--- config.mk ---
export PLATFORM = sky130hd
export DESIGN_NAME = dual_device_layer_dispatch
export DESIGN_NICKNAME = d
export VERILOG_FILES = /design/src/rtl/ddld_pkg.sv /design/src/rtl/ddld_csr.sv /design/src/rtl/ddld_ctrl.sv /design/src/rtl/ddld_dp.sv /design/src/rtl/dual_device_layer_dispatch.sv
export SDC_FILE = /design/constraint.sdc
export NUM_CORES = 2
export LEC_CHECK = 0
export BUFFER_PORTS_ARGS = -buffer_cell sky130_fd_sc_hd__buf_2
export CORE_ASPECT_RATIO = 0.7
export CORE_MARGIN = 5
export CORE_UTILIZATION = 40
export DETAILED_ROUTE_END_ITERATION = 7
export GPL_ROUTABILITY_DRIVEN = 0
export PLACE_DENSITY = 0.6
export SYNTH_ARGS = -nofsm -noshare
export SYNTH_HDL_FRONTEND = slang
export SYNTH_HIERARCHICAL = 1
export SYNTH_SLANG_ARGS = --single-unit
--- constraint.sdc ---
create_clock -name clock -period 17.7 [get_ports clock]
set_input_delay 2.655 -clock clock [delete_from_list [all_inputs] [get_ports clock]]
set_output_delay 2.655 -clock clock [all_outputs]
set_load 0.05 [all_outputs]
--- src/rtl/ddld_pkg.sv ---
// ---------------------------------------------------------------------------
// ddld_pkg
// Types and constants shared by the dual-device layer dispatch block.
// ---------------------------------------------------------------------------
package ddld_pkg;

   // transaction opcodes
   localparam logic [1:0] OpLayer    = 2'd0;
   localparam logic [1:0] OpSub      = 2'd1;
   localparam logic [1:0] OpMetrics  = 2'd2;
   localparam logic [1:0] OpFailover = 2'd3;

   // configuration register indexes
   localparam logic [2:0] RegSplitEnable = 3'd0;
   localparam logic [2:0] RegSubsPerLayer = 3'd1;
   localparam logic [2:0] RegStripeWidth = 3'd2;
   localparam logic [2:0] RegPrimaryWeight = 3'd3;
   localparam logic [2:0] RegHotLimit = 3'd4;
   localparam logic [2:0] RegReserveMib = 3'd5;
   localparam logic [2:0] RegTotalMemPrimary = 3'd6;
   localparam logic [2:0] RegTotalMemSecondary = 3'd7;

   // availability hysteresis, tenths of a degree
   localparam logic signed [11:0] TempOffLimit = 12'sd950;
   localparam logic signed [11:0] TempOnLimit  = 12'sd850;

   // clamps on the register values
   localparam logic [6:0] SubsMax   = 7'd64;
   localparam logic [7:0] WeightMin = 8'd26;
   localparam logic [7:0] WeightMax = 8'd230;

   // striping divider: 19-bit dividend, one quotient bit per cycle
   localparam int DivSteps = 19;
   localparam int DivCntW  = $clog2(DivSteps);

   typedef enum logic [2:0] {
      ST_IDLE,
      ST_MUL1,
      ST_MUL2,
      ST_DECIDE,
      ST_DIV,
      ST_RESP
   } state_type;

   // effective configuration, clamps already applied
   typedef struct packed {
      logic        split_enable;
      logic [6:0]  subs;
      logic [7:0]  stripe;
      logic [7:0]  weight;
      logic [11:0] hot_limit;
      logic [19:0] reserve;
      logic [19:0] total0;
      logic [19:0] total1;
   } cfg_type;

   typedef struct packed {
      logic load;
      logic mul1;
      logic mul2;
      logic decide;
      logic div_step;
   } cmd_type;

   typedef struct packed {
      logic div_needed;
      logic div_last;
   } status_type;

endpackage

--- src/rtl/ddld_csr.sv ---
// ---------------------------------------------------------------------------
// ddld_csr
// Configuration registers with the clamps applied on the read side.
// ---------------------------------------------------------------------------
module ddld_csr (
   input  logic             clock,
   input  logic             reset,
   input  logic             csr_valid,
   output logic             csr_ready,
   input  logic [2:0]       csr_index,
   input  logic [19:0]      csr_wdata,
   output ddld_pkg::cfg_type cfg
);

   logic        split_ff,  split_in;
   logic [6:0]  subs_ff,   subs_in;
   logic [7:0]  stripe_ff, stripe_in;
   logic [7:0]  weight_ff, weight_in;
   logic [11:0] hot_ff,    hot_in;
   logic [19:0] resv_ff,   resv_in;
   logic [19:0] tot0_ff,   tot0_in;
   logic [19:0] tot1_ff,   tot1_in;
   logic        wr;

   assign csr_ready = 1'b1;
   assign wr = csr_valid & csr_ready;

   always_comb begin
      split_in  = split_ff;
      subs_in   = subs_ff;
      stripe_in = stripe_ff;
      weight_in = weight_ff;
      hot_in    = hot_ff;
      resv_in   = resv_ff;
      tot0_in   = tot0_ff;
      tot1_in   = tot1_ff;
      if (wr) begin
         unique case (csr_index)
            ddld_pkg::RegSplitEnable:       split_in  = csr_wdata[0];
            ddld_pkg::RegSubsPerLayer:      subs_in   = csr_wdata[6:0];
            ddld_pkg::RegStripeWidth:       stripe_in = csr_wdata[7:0];
            ddld_pkg::RegPrimaryWeight:     weight_in = csr_wdata[7:0];
            ddld_pkg::RegHotLimit:          hot_in    = csr_wdata[11:0];
            ddld_pkg::RegReserveMib:        resv_in   = csr_wdata;
            ddld_pkg::RegTotalMemPrimary:   tot0_in   = csr_wdata;
            ddld_pkg::RegTotalMemSecondary: tot1_in   = csr_wdata;
            default: ;
         endcase
      end
   end

   always_ff @(posedge clock) begin
      if (reset) begin
         split_ff  <= 1'b0;
         subs_ff   <= 7'd4;
         stripe_ff <= 8'd1;
         weight_ff <= 8'd179;
         hot_ff    <= 12'd850;
         resv_ff   <= 20'd2048;
         tot0_ff   <= 20'd0;
         tot1_ff   <= 20'd0;
      end else begin
         split_ff  <= split_in;
         subs_ff   <= subs_in;
         stripe_ff <= stripe_in;
         weight_ff <= weight_in;
         hot_ff    <= hot_in;
         resv_ff   <= resv_in;
         tot0_ff   <= tot0_in;
         tot1_ff   <= tot1_in;
      end
   end

   always_comb begin
      cfg.split_enable = split_ff;
      if (subs_ff == 7'd0)                  cfg.subs = 7'd1;
      else if (subs_ff > ddld_pkg::SubsMax) cfg.subs = ddld_pkg::SubsMax;
      else                                  cfg.subs = subs_ff;
      cfg.stripe = stripe_ff;
      if (weight_ff < ddld_pkg::WeightMin)      cfg.weight = ddld_pkg::WeightMin;
      else if (weight_ff > ddld_pkg::WeightMax) cfg.weight = ddld_pkg::WeightMax;
      else                                      cfg.weight = weight_ff;
      cfg.hot_limit = hot_ff;
      cfg.reserve   = resv_ff;
      cfg.total0    = tot0_ff;
      cfg.total1    = tot1_ff;
   end

endmodule

--- src/rtl/ddld_ctrl.sv ---
// ---------------------------------------------------------------------------
// ddld_ctrl
// Sequencer: capture, two multiply steps, decision, optional divide, response.
// ---------------------------------------------------------------------------
module ddld_ctrl (
   input  logic                 clock,
   input  logic                 reset,
   input  logic                 start,
   output logic                 busy,
   output logic                 rsp_strobe,
   output ddld_pkg::cmd_type    cmd,
   input  ddld_pkg::status_type status
);

   ddld_pkg::state_type state_ff, state_in;

   always_comb begin
      state_in = state_ff;
      unique case (state_ff)
         ddld_pkg::ST_IDLE:   if (start) state_in = ddld_pkg::ST_MUL1;
         ddld_pkg::ST_MUL1:   state_in = ddld_pkg::ST_MUL2;
         ddld_pkg::ST_MUL2:   state_in = ddld_pkg::ST_DECIDE;
         ddld_pkg::ST_DECIDE: begin
            state_in = status.div_needed ? ddld_pkg::ST_DIV : ddld_pkg::ST_RESP;
         end
         ddld_pkg::ST_DIV:    if (status.div_last) state_in = ddld_pkg::ST_RESP;
         ddld_pkg::ST_RESP:   state_in = ddld_pkg::ST_IDLE;
         default:             state_in = ddld_pkg::ST_IDLE;
      endcase
   end

   always_comb begin
      cmd        = '0;
      busy       = 1'b1;
      rsp_strobe = 1'b0;
      unique case (state_ff)
         ddld_pkg::ST_IDLE: begin
            busy     = 1'b0;
            cmd.load = start;
         end
         ddld_pkg::ST_MUL1:   cmd.mul1 = 1'b1;
         ddld_pkg::ST_MUL2:   cmd.mul2 = 1'b1;
         ddld_pkg::ST_DECIDE: cmd.decide = 1'b1;
         ddld_pkg::ST_DIV:    cmd.div_step = 1'b1;
         ddld_pkg::ST_RESP:   rsp_strobe = 1'b1;
         default: ;
      endcase
   end

   always_ff @(posedge clock) begin
      if (reset) begin
         state_ff <= ddld_pkg::ST_IDLE;
      end else begin
         state_ff <= state_in;
      end
   end

`ifndef SYNTH
   a_strobe_single: assert property (@(posedge clock) disable iff (reset)
      rsp_strobe |=> !rsp_strobe)
      else $error("response strobe held for more than one cycle");
   a_accept_busy: assert property (@(posedge clock) disable iff (reset)
      (start && !busy) |=> busy)
      else $error("accepted transaction did not make the block busy");
   a_strobe_needs_busy: assert property (@(posedge clock) disable iff (reset)
      rsp_strobe |-> busy)
      else $error("response strobe outside a transaction");
   a_div_after_decide: assert property (@(posedge clock) disable iff (reset)
      (cmd.div_step && !$past(cmd.div_step)) |-> $past(cmd.decide))
      else $error("divider started without a decision step");
`endif

endmodule

--- src/rtl/ddld_dp.sv ---
// ---------------------------------------------------------------------------
// ddld_dp
// Datapath: operand capture, share multiplies, device state, decision logic
// and a radix-2 restoring divider for the stripe parity.
// ---------------------------------------------------------------------------
module ddld_dp (
   input  logic                  clock,
   input  logic                  reset,
   input  ddld_pkg::cfg_type     cfg,
   input  ddld_pkg::cmd_type     cmd,
   output ddld_pkg::status_type  status,
   input  logic [1:0]            req_opcode,
   input  logic [11:0]           req_layer_index,
   input  logic [5:0]            req_sub_index,
   input  logic [12:0]           req_layer_total,
   input  logic [19:0]           req_need_mib,
   input  logic                  req_device_select,
   input  logic signed [11:0]    req_temp_tenths,
   input  logic [19:0]           req_used_mib,
   output logic                  rsp_chosen_device,
   output logic                  rsp_found,
   output logic                  rsp_avail_primary,
   output logic                  rsp_avail_secondary
);

   // captured transaction
   logic [1:0]         op_ff,    op_in;
   logic [11:0]        layer_ff, layer_in;
   logic [5:0]         sub_ff,   sub_in;
   logic [12:0]        total_ff, total_in;
   logic [19:0]        need_ff,  need_in;
   logic               dsel_ff,  dsel_in;
   logic signed [11:0] temp_ff,  temp_in;
   logic [19:0]        used_ff,  used_in;

   // intermediate values
   logic [18:0] n_ff,     n_in;
   logic [26:0] needx_ff, needx_in;
   logic [17:0] base_ff,  base_in;
   logic [18:0] p_ff,     p_in;
   logic [18:0] g_ff,     g_in;
   logic [19:0] free0_ff, free0_in;
   logic [19:0] free1_ff, free1_in;
   logic        hot0_ff,  hot0_in;
   logic        hot1_ff,  hot1_in;

   // device state
   logic signed [11:0] dtemp_ff [2];
   logic signed [11:0] dtemp_in [2];
   logic [19:0]        dused_ff [2];
   logic [19:0]        dused_in [2];
   logic [1:0]         avail_ff, avail_in;

   // result and divider
   logic                       chosen_ff, chosen_in;
   logic                       found_ff,  found_in;
   logic [18:0]                dvd_ff,    dvd_in;
   logic [7:0]                 rem_ff,    rem_in;
   logic [ddld_pkg::DivCntW-1:0] cnt_ff,  cnt_in;

   // decision terms
   logic        is_sub;
   logic [18:0] base_x, base_end, layer_x, tgt, diff, cnt_sat;
   logic [26:0] p27;
   logic        dec_chosen, dec_div;
   logic [20:0] taken0, taken1;
   logic [8:0]  shifted;
   logic        q_bit;

   always_comb begin
      is_sub   = (op_ff == ddld_pkg::OpSub);
      base_x   = 19'(base_ff);
      base_end = base_x + 19'(cfg.subs);
      layer_x  = 19'(layer_ff);
      tgt      = is_sub ? g_ff : base_x;
      diff     = p_ff - base_x;
      cnt_sat  = (diff > 19'(cfg.subs)) ? 19'(cfg.subs) : diff;
      if (p_ff <= base_x) cnt_sat = '0;
      taken0   = 21'(dused_ff[0]) + 21'(cfg.reserve);
      taken1   = 21'(dused_ff[1]) + 21'(cfg.reserve);
      p27      = 27'(n_ff) * 27'(cfg.weight);

      dec_chosen = 1'b0;
      dec_div    = 1'b0;
      if (cfg.split_enable) begin
         if (hot0_ff && tgt < p_ff) begin
            dec_chosen = 1'b1;
         end else if (hot1_ff && (is_sub ? (g_ff >= p_ff) : (base_end > p_ff))) begin
            dec_chosen = 1'b0;
         end else if (cfg.stripe > 8'd1) begin
            dec_div = 1'b1;
         end else if (is_sub) begin
            dec_chosen = !(g_ff < p_ff);
         end else begin
            dec_chosen = !(cnt_sat >= 19'(cfg.subs >> 1));
         end
      end else begin
         if (hot0_ff && layer_x < p_ff) begin
            dec_chosen = 1'b1;
         end else if (hot1_ff && layer_x >= p_ff) begin
            dec_chosen = 1'b0;
         end else if (27'(free0_ff) < needx_ff && 27'(free1_ff) >= needx_ff) begin
            dec_chosen = 1'b1;
         end else if (27'(free1_ff) < needx_ff && 27'(free0_ff) >= needx_ff) begin
            dec_chosen = 1'b0;
         end else begin
            dec_chosen = !(layer_x < p_ff);
         end
      end

      shifted = {rem_ff, dvd_ff[18]};
      q_bit   = (shifted >= 9'(cfg.stripe));
   end

   // only assignment transactions use the divider
   assign status.div_needed = dec_div &&
                              (op_ff == ddld_pkg::OpLayer || op_ff == ddld_pkg::OpSub);
   assign status.div_last   = (cnt_ff == ddld_pkg::DivCntW'(ddld_pkg::DivSteps - 1));

   always_comb begin
      op_in = op_ff;  layer_in = layer_ff;  sub_in = sub_ff;  total_in = total_ff;
      need_in = need_ff;  dsel_in = dsel_ff;  temp_in = temp_ff;  used_in = used_ff;
      n_in = n_ff;  needx_in = needx_ff;  base_in = base_ff;  p_in = p_ff;  g_in = g_ff;
      free0_in = free0_ff;  free1_in = free1_ff;  hot0_in = hot0_ff;  hot1_in = hot1_ff;
      dtemp_in = dtemp_ff;  dused_in = dused_ff;  avail_in = avail_ff;
      chosen_in = chosen_ff;  found_in = found_ff;
      dvd_in = dvd_ff;  rem_in = rem_ff;  cnt_in = cnt_ff;

      if (cmd.load) begin
         op_in    = req_opcode;
         layer_in = req_layer_index;
         sub_in   = req_sub_index;
         total_in = req_layer_total;
         need_in  = req_need_mib;
         dsel_in  = req_device_select;
         temp_in  = req_temp_tenths;
         used_in  = req_used_mib;
      end

      if (cmd.mul1) begin
         n_in     = cfg.split_enable ? 19'(total_ff) * 19'(cfg.subs) : 19'(total_ff);
         needx_in = (op_ff == ddld_pkg::OpSub) ? 27'(need_ff) * 27'(cfg.subs)
                                               : 27'(need_ff);
         base_in  = 18'(layer_ff) * 18'(cfg.subs);
      end

      if (cmd.mul2) begin
         p_in     = p27[26:8];
         g_in     = base_x + 19'(sub_ff);
         free0_in = (21'(cfg.total0) > taken0) ? 20'(21'(cfg.total0) - taken0) : 20'd0;
         free1_in = (21'(cfg.total1) > taken1) ? 20'(21'(cfg.total1) - taken1) : 20'd0;
         hot0_in  = dtemp_ff[0] > $signed(cfg.hot_limit);
         hot1_in  = dtemp_ff[1] > $signed(cfg.hot_limit);
      end

      if (cmd.decide) begin
         dvd_in = tgt;
         rem_in = '0;
         cnt_in = '0;
         case (op_ff) inside
            ddld_pkg::OpLayer, ddld_pkg::OpSub: begin
               chosen_in = dec_chosen;
               found_in  = 1'b0;
            end
            ddld_pkg::OpMetrics: begin
               chosen_in = 1'b0;
               found_in  = 1'b0;
               dtemp_in[dsel_ff] = temp_ff;
               dused_in[dsel_ff] = used_ff;
               if (temp_ff > ddld_pkg::TempOffLimit)     avail_in[dsel_ff] = 1'b0;
               else if (temp_ff < ddld_pkg::TempOnLimit) avail_in[dsel_ff] = 1'b1;
            end
            default: begin
               found_in  = avail_ff[!dsel_ff];
               chosen_in = avail_ff[!dsel_ff] ? !dsel_ff : 1'b0;
            end
         endcase
      end

      if (cmd.div_step) begin
         dvd_in = {dvd_ff[17:0], 1'b0};
         rem_in = q_bit ? 8'(shifted - 9'(cfg.stripe)) : shifted[7:0];
         cnt_in = cnt_ff + 1'b1;
         // parity of the quotient is the last bit produced
         if (status.div_last) chosen_in = q_bit;
      end
   end

   always_ff @(posedge clock) begin
      if (reset) begin
         dtemp_ff <= '{default: '0};
         dused_ff <= '{default: '0};
         avail_ff <= 2'b11;
         chosen_ff <= 1'b0;
         found_ff  <= 1'b0;
         cnt_ff    <= '0;
      end else begin
         dtemp_ff  <= dtemp_in;
         dused_ff  <= dused_in;
         avail_ff  <= avail_in;
         chosen_ff <= chosen_in;
         found_ff  <= found_in;
         cnt_ff    <= cnt_in;
      end
   end

   always_ff @(posedge clock) begin
      op_ff <= op_in;  layer_ff <= layer_in;  sub_ff <= sub_in;  total_ff <= total_in;
      need_ff <= need_in;  dsel_ff <= dsel_in;  temp_ff <= temp_in;  used_ff <= used_in;
      n_ff <= n_in;  needx_ff <= needx_in;  base_ff <= base_in;  p_ff <= p_in;
      g_ff <= g_in;  free0_ff <= free0_in;  free1_ff <= free1_in;
      hot0_ff <= hot0_in;  hot1_ff <= hot1_in;
      dvd_ff <= dvd_in;  rem_ff <= rem_in;
   end

   assign rsp_chosen_device   = chosen_ff;
   assign rsp_found           = found_ff;
   assign rsp_avail_primary   = avail_ff[0];
   assign rsp_avail_secondary = avail_ff[1];

`ifndef SYNTH
   a_found_only_failover: assert property (@(posedge clock) disable iff (reset)
      $past(cmd.decide) && $past(op_ff) != ddld_pkg::OpFailover |-> !found_ff)
      else $error("found set on a non-failover transaction");
   a_avail_only_metrics: assert property (@(posedge clock) disable iff (reset)
      !$past(cmd.decide) |-> $stable(avail_ff))
      else $error("availability changed outside a metrics update");
   a_rem_below_divisor: assert property (@(posedge clock) disable iff (reset)
      $past(cmd.div_step) |-> rem_ff < cfg.stripe)
      else $error("divider remainder not below the stripe width");
`endif

endmodule

--- src/rtl/dual_device_layer_dispatch.sv ---
// ---------------------------------------------------------------------------
// dual_device_layer_dispatch
// Chooses the primary or secondary device for a layer or sub-layer, tracks
// per-device temperature, memory use and availability, answers failover.
// ---------------------------------------------------------------------------
//  channel   handshake                    payload
//  request   start / busy                 req_opcode .. req_used_mib
//  response  rsp_strobe (one cycle)       rsp_chosen_device .. rsp_avail_secondary
//  config    csr_valid / csr_ready        csr_index, csr_wdata
//
//  A transaction is taken when start is high and busy is low; the response
//  strobe follows the capture, the two multiply steps and the decision step,
//  and when striping is in effect also the 19-step serial divider for the stripe parity.
//  The next transaction is taken the cycle after the strobe.
//  Synchronous active-high reset restores register defaults and device state.
//  The response cannot be stalled; csr_ready is always high.
// ---------------------------------------------------------------------------
module dual_device_layer_dispatch (
   input  logic              clock,
   input  logic              reset,
   input  logic              start,
   output logic              busy,
   input  logic [1:0]        req_opcode,
   input  logic [11:0]       req_layer_index,
   input  logic [5:0]        req_sub_index,
   input  logic [12:0]       req_layer_total,
   input  logic [19:0]       req_need_mib,
   input  logic              req_device_select,
   input  logic signed [11:0] req_temp_tenths,
   input  logic [19:0]       req_used_mib,
   output logic              rsp_strobe,
   output logic              rsp_chosen_device,
   output logic              rsp_found,
   output logic              rsp_avail_primary,
   output logic              rsp_avail_secondary,
   input  logic              csr_valid,
   output logic              csr_ready,
   input  logic [2:0]        csr_index,
   input  logic [19:0]       csr_wdata
);

   ddld_pkg::cfg_type    cfg;
   ddld_pkg::cmd_type    cmd;
   ddld_pkg::status_type status;

   ddld_csr u_csr (
      .clock     (clock),
      .reset     (reset),
      .csr_valid (csr_valid),
      .csr_ready (csr_ready),
      .csr_index (csr_index),
      .csr_wdata (csr_wdata),
      .cfg       (cfg)
   );

   ddld_ctrl u_ctrl (
      .clock      (clock),
      .reset      (reset),
      .start      (start),
      .busy       (busy),
      .rsp_strobe (rsp_strobe),
      .cmd        (cmd),
      .status     (status)
   );

   ddld_dp u_dp (
      .clock               (clock),
      .reset               (reset),
      .cfg                 (cfg),
      .cmd                 (cmd),
      .status              (status),
      .req_opcode          (req_opcode),
      .req_layer_index     (req_layer_index),
      .req_sub_index       (req_sub_index),
      .req_layer_total     (req_layer_total),
      .req_need_mib        (req_need_mib),
      .req_device_select   (req_device_select),
      .req_temp_tenths     (req_temp_tenths),
      .req_used_mib        (req_used_mib),
      .rsp_chosen_device   (rsp_chosen_device),
      .rsp_found           (rsp_found),
      .rsp_avail_primary   (rsp_avail_primary),
      .rsp_avail_secondary (rsp_avail_secondary)
   );

endmodule

==> out/metrics.yaml <==
placed_design:
  dp_hpwl_mm: 77.0
  numPortBuffers: 118
cts:
  cts_inserted_buffers: 46
  path_clk_slew_ns: 0.07
  post_cts_resized: 0
  clock-sinks: 429
  clockBufferDepth: 3
  clock_latency_ns: 0.62
  cts_root_buf: "clkbuf_16"
  tritoncts: "built"
  holdBufCountCts: 0
  postCtsSetupRepairBufs: 0
  htreeDepth: 2
yosys:
  avgSynthCellArea_um2: 9.19
  syn-num-nets: 4975
  synthTopCellsByArea: "edfxtp_1, fa_1, ha_1"
  synth_cells: 4137
  yosysMostFrequentCell: "nand2_1"
  ys.flop_type: "edfxtp_1"
  synth_edf_count: 256
  yosysTopAreaCell: "edfxtp_1"
  synth.top_cell.area_share_pct: 20.2
  ys_seq_area_share_pct: 29.3
  synthTopCellsByCount: "nand2_1, inv_1, ha_1, fa_1, a21oi_1"
  async_reset_ff_share_pct: 0
  yosys_register_bits: 429
  syn_area_um2: 38000
  ys_warn_count: 6
  ys_types: 75
final_layout:
  drive_gt1_share_pct: 6.50
  multi_input_area_um2: 24600
  nNetsFinal: 5013
  seqCellArea_um2: 11200
  diodes: 0
  num-fill-cells: 9221
  syn_to_final_growth_pct: 8.90
timing:
  max_freq_ghz: 0.143
  slew_violations: 0
  setup_tns_ns: 0
  tightest_slew_ns: 1.15
  rsz0062_at_grt: "false"
  hold_slack_ns: 0.458
  finalClockSkew_ns: 0.0306
  hold_violations: 0
  fin_crit_sh_pct: 39.5
  min_period_ns: 7.00
  setup_viol: 0
  slew-limit-headroom_pct: 23.0
die:
  pin_count: 120
  coreArea_um2: 94100
  placementRows: 94
  die_y_um: 268
  die-width_um: 378
  die_area_um2: 101000
  start_util_pct: 40.4
critical_path:
  worstSetupEndpointType: "flip-flop"
  r2r_cells: 20
  r2r_slack_ns: 10.70
  r2r_end: "u_dp/needx_ff[26]"
  critical_path_class: "reg2reg"
  critPathRequiredTime_ns: 18.05
  cp-startpoint: "u_csr/subs_ff[6]"
  path_max_fanout: 48
  startpoint_type: "flip-flop"
  r2r_start: "u_csr/subs_ff[6]"
  cp-endpoint: "u_dp/needx_ff[26]"
  arrival_ns: 7.35
global_routing:
  grt_max_degree: 81
  antenna_found_initial: 1
  grt_util_all_layers_pct: 19.7
  grt-ovfl-total: 0
  grt_pass1_wl_mm: 160
  grt_pass1_vias: 28100
drt:
  vias_per_cell: 5.26
  drt_first_pass_iters: 5
  vias: 28700
  postRouteAntennaNets: 0
  wirelength_mm: 100
  route.detailed.drc: 0
  drtIter0Drc: 2193
  post_drt_wl_per_cell_um: 18.3
outcome:
  status: "finished, final reports clean"
power_and_ir_drop:
  p_leak_nw: 18.5
  vdd_drop_max_v: 0.0000956
  power_density_nw_per_um2: 96.7
job:
  cap_violations: 0
min_path:
  hold_class: "reg2reg"
## worst min path at each step
stage,from,to,slack (ns),cells after the start
after floorplan,u_csr/tot0_ff[0],u_csr/tot0_ff[0],0.44,2
after global placement,u_csr/tot1_ff[0],u_csr/tot1_ff[0],0.45,2
after detailed placement,u_dp/dtemp_ff[0],u_dp/dtemp_ff[0],0.45,2
after CTS,u_dp/dtemp_ff[0],u_dp/dtemp_ff[0],0.46,2
after global routing,u_csr/tot1_ff[3],u_csr/tot1_ff[3],0.47,2
final,u_dp/dtemp_ff[12],u_dp/dtemp_ff[12],0.46,2
## power breakdown
| group | switching (mW) | internal (mW) |
|---|---|---|
| registers | 0.120 | 1.21 |
| clock network | 0.452 | 0.584 |
| logic | 0.957 | 0.676 |
| total | 1.53 | 2.47 |
## cell type report
cell class              instances  share of cell area, %
well taps                    1248                   3.77
clock buffers                  56                   3.10
repair buffers                142                   1.87
multi-input cells            3108                   59.5
clock inverters                30                  0.780
inverters                     448                   4.06
flip-flops and latches        429                   26.9
## stage by stage
step	total power [mW]	utilization, %	setup slack (ns)	area [um2]	cells
global route	4.31	44.0	10.24	41400	5461
finish	4.00	44.0	10.70	41400	5461
CTS	4.02	44.0	10.75	41400	5461
floorplan	2.50	-	10.75	38000	4137
global placement	2.94	42.3	10.81	39800	5375
detailed placement	2.96	42.3	10.77	39800	5375
## layout by cell type, fill, tap and decap left out, types with 32 or more instances in the layout
master     netlist  final
dfxtp_1        173    172
nand3_1         46     46
xnor2_1        108    108
a21o_1          76     76
a21oi_1        282    282
nand2_1        747    747
nand4_1         42     42
and2_1         189    189
o21ai_0        147    146
clkbuf_16        0     48
nand2b_1        33     32
nor3_1          39     38
edfxtp_1       256    256
xor2_1          71     71
o21a_1          36     36
buf_2            9    117
inv_1          448    448
fa_1           299    299
mux2i_1         35     35
nor2_1         183    182
nor2b_1         53     47
ha_1           426    426
## metal layers
| metal | routed length [um] | vias up | track usage (%) |
|---|---|---|---|
| li1 | - | 14000 | - |
| met1 | 49500 | 14000 | 29.7 |
| met2 | 43600 | 664 | 31.0 |
| met3 | 5370 | 88 | 2.34 |
| met4 | 1570 | 0 | 3.52 |
| met5 | 0 | - | 0 |
## critical path: stages (launching register included)
cell and delay [ns]:
dfxtp_2 0.48, buf_4 0.36, nor2b_4 0.15, buf_4 0.53, nand2_1 0.17, fa_1 0.57
inv_1 0.05, fa_1 0.46, fa_1 0.52, fa_1 0.49, ha_1 0.35, a21o_1 0.19
a21o_1 0.17, a21o_1 0.21, a221oi_1 0.54, a31oi_1 0.23, or4_1 0.56, a311o_1 0.30
a21oi_1 0.18, xnor2_1 0.13, nor2_1 0.06
## sequential cells by signal (all words and copies together), names as in the netlist, 7 cells and up, named ones only
| signal | cells |
|---|---|
| u_dp/rem_ff | 8 |
| u_dp/g_ff | 19 |
| u_dp/dvd_ff | 19 |
| u_dp/dtemp_ff | 24 |
| u_csr/tot0_ff | 20 |
| u_csr/subs_ff | 7 |
| u_dp/temp_ff | 12 |
| u_dp/layer_ff | 12 |
| u_dp/free0_ff | 20 |
| u_dp/needx_ff | 27 |
| u_dp/free1_ff | 20 |
| u_csr/stripe_ff | 8 |
| u_dp/n_ff | 19 |
| u_dp/p_ff | 19 |
| u_dp/total_ff | 13 |
| u_dp/base_ff | 18 |
| u_dp/dused_ff | 40 |
| u_csr/resv_ff | 20 |
| u_csr/weight_ff | 8 |
| u_csr/tot1_ff | 20 |
| u_dp/need_ff | 20 |
| u_csr/hot_ff | 12 |
| u_dp/used_ff | 20 |
## logic make-up after synthesis
logic type               Yosys count  share of synthesized area [%]
AO/OA/AOI/OAI                    723                           11.8
XOR/XNOR                         179                           4.13
adder cells (fa/ha/maj)          725                           29.8
buffers and inverters            600                           6.09
flip-flops                       429                           29.3
multiplexers                      46                           1.25
other                              1                        0.00987
AND/OR/NAND/NOR                 1434                           17.6
Note: power is estimated with default switching activity, not from simulation.
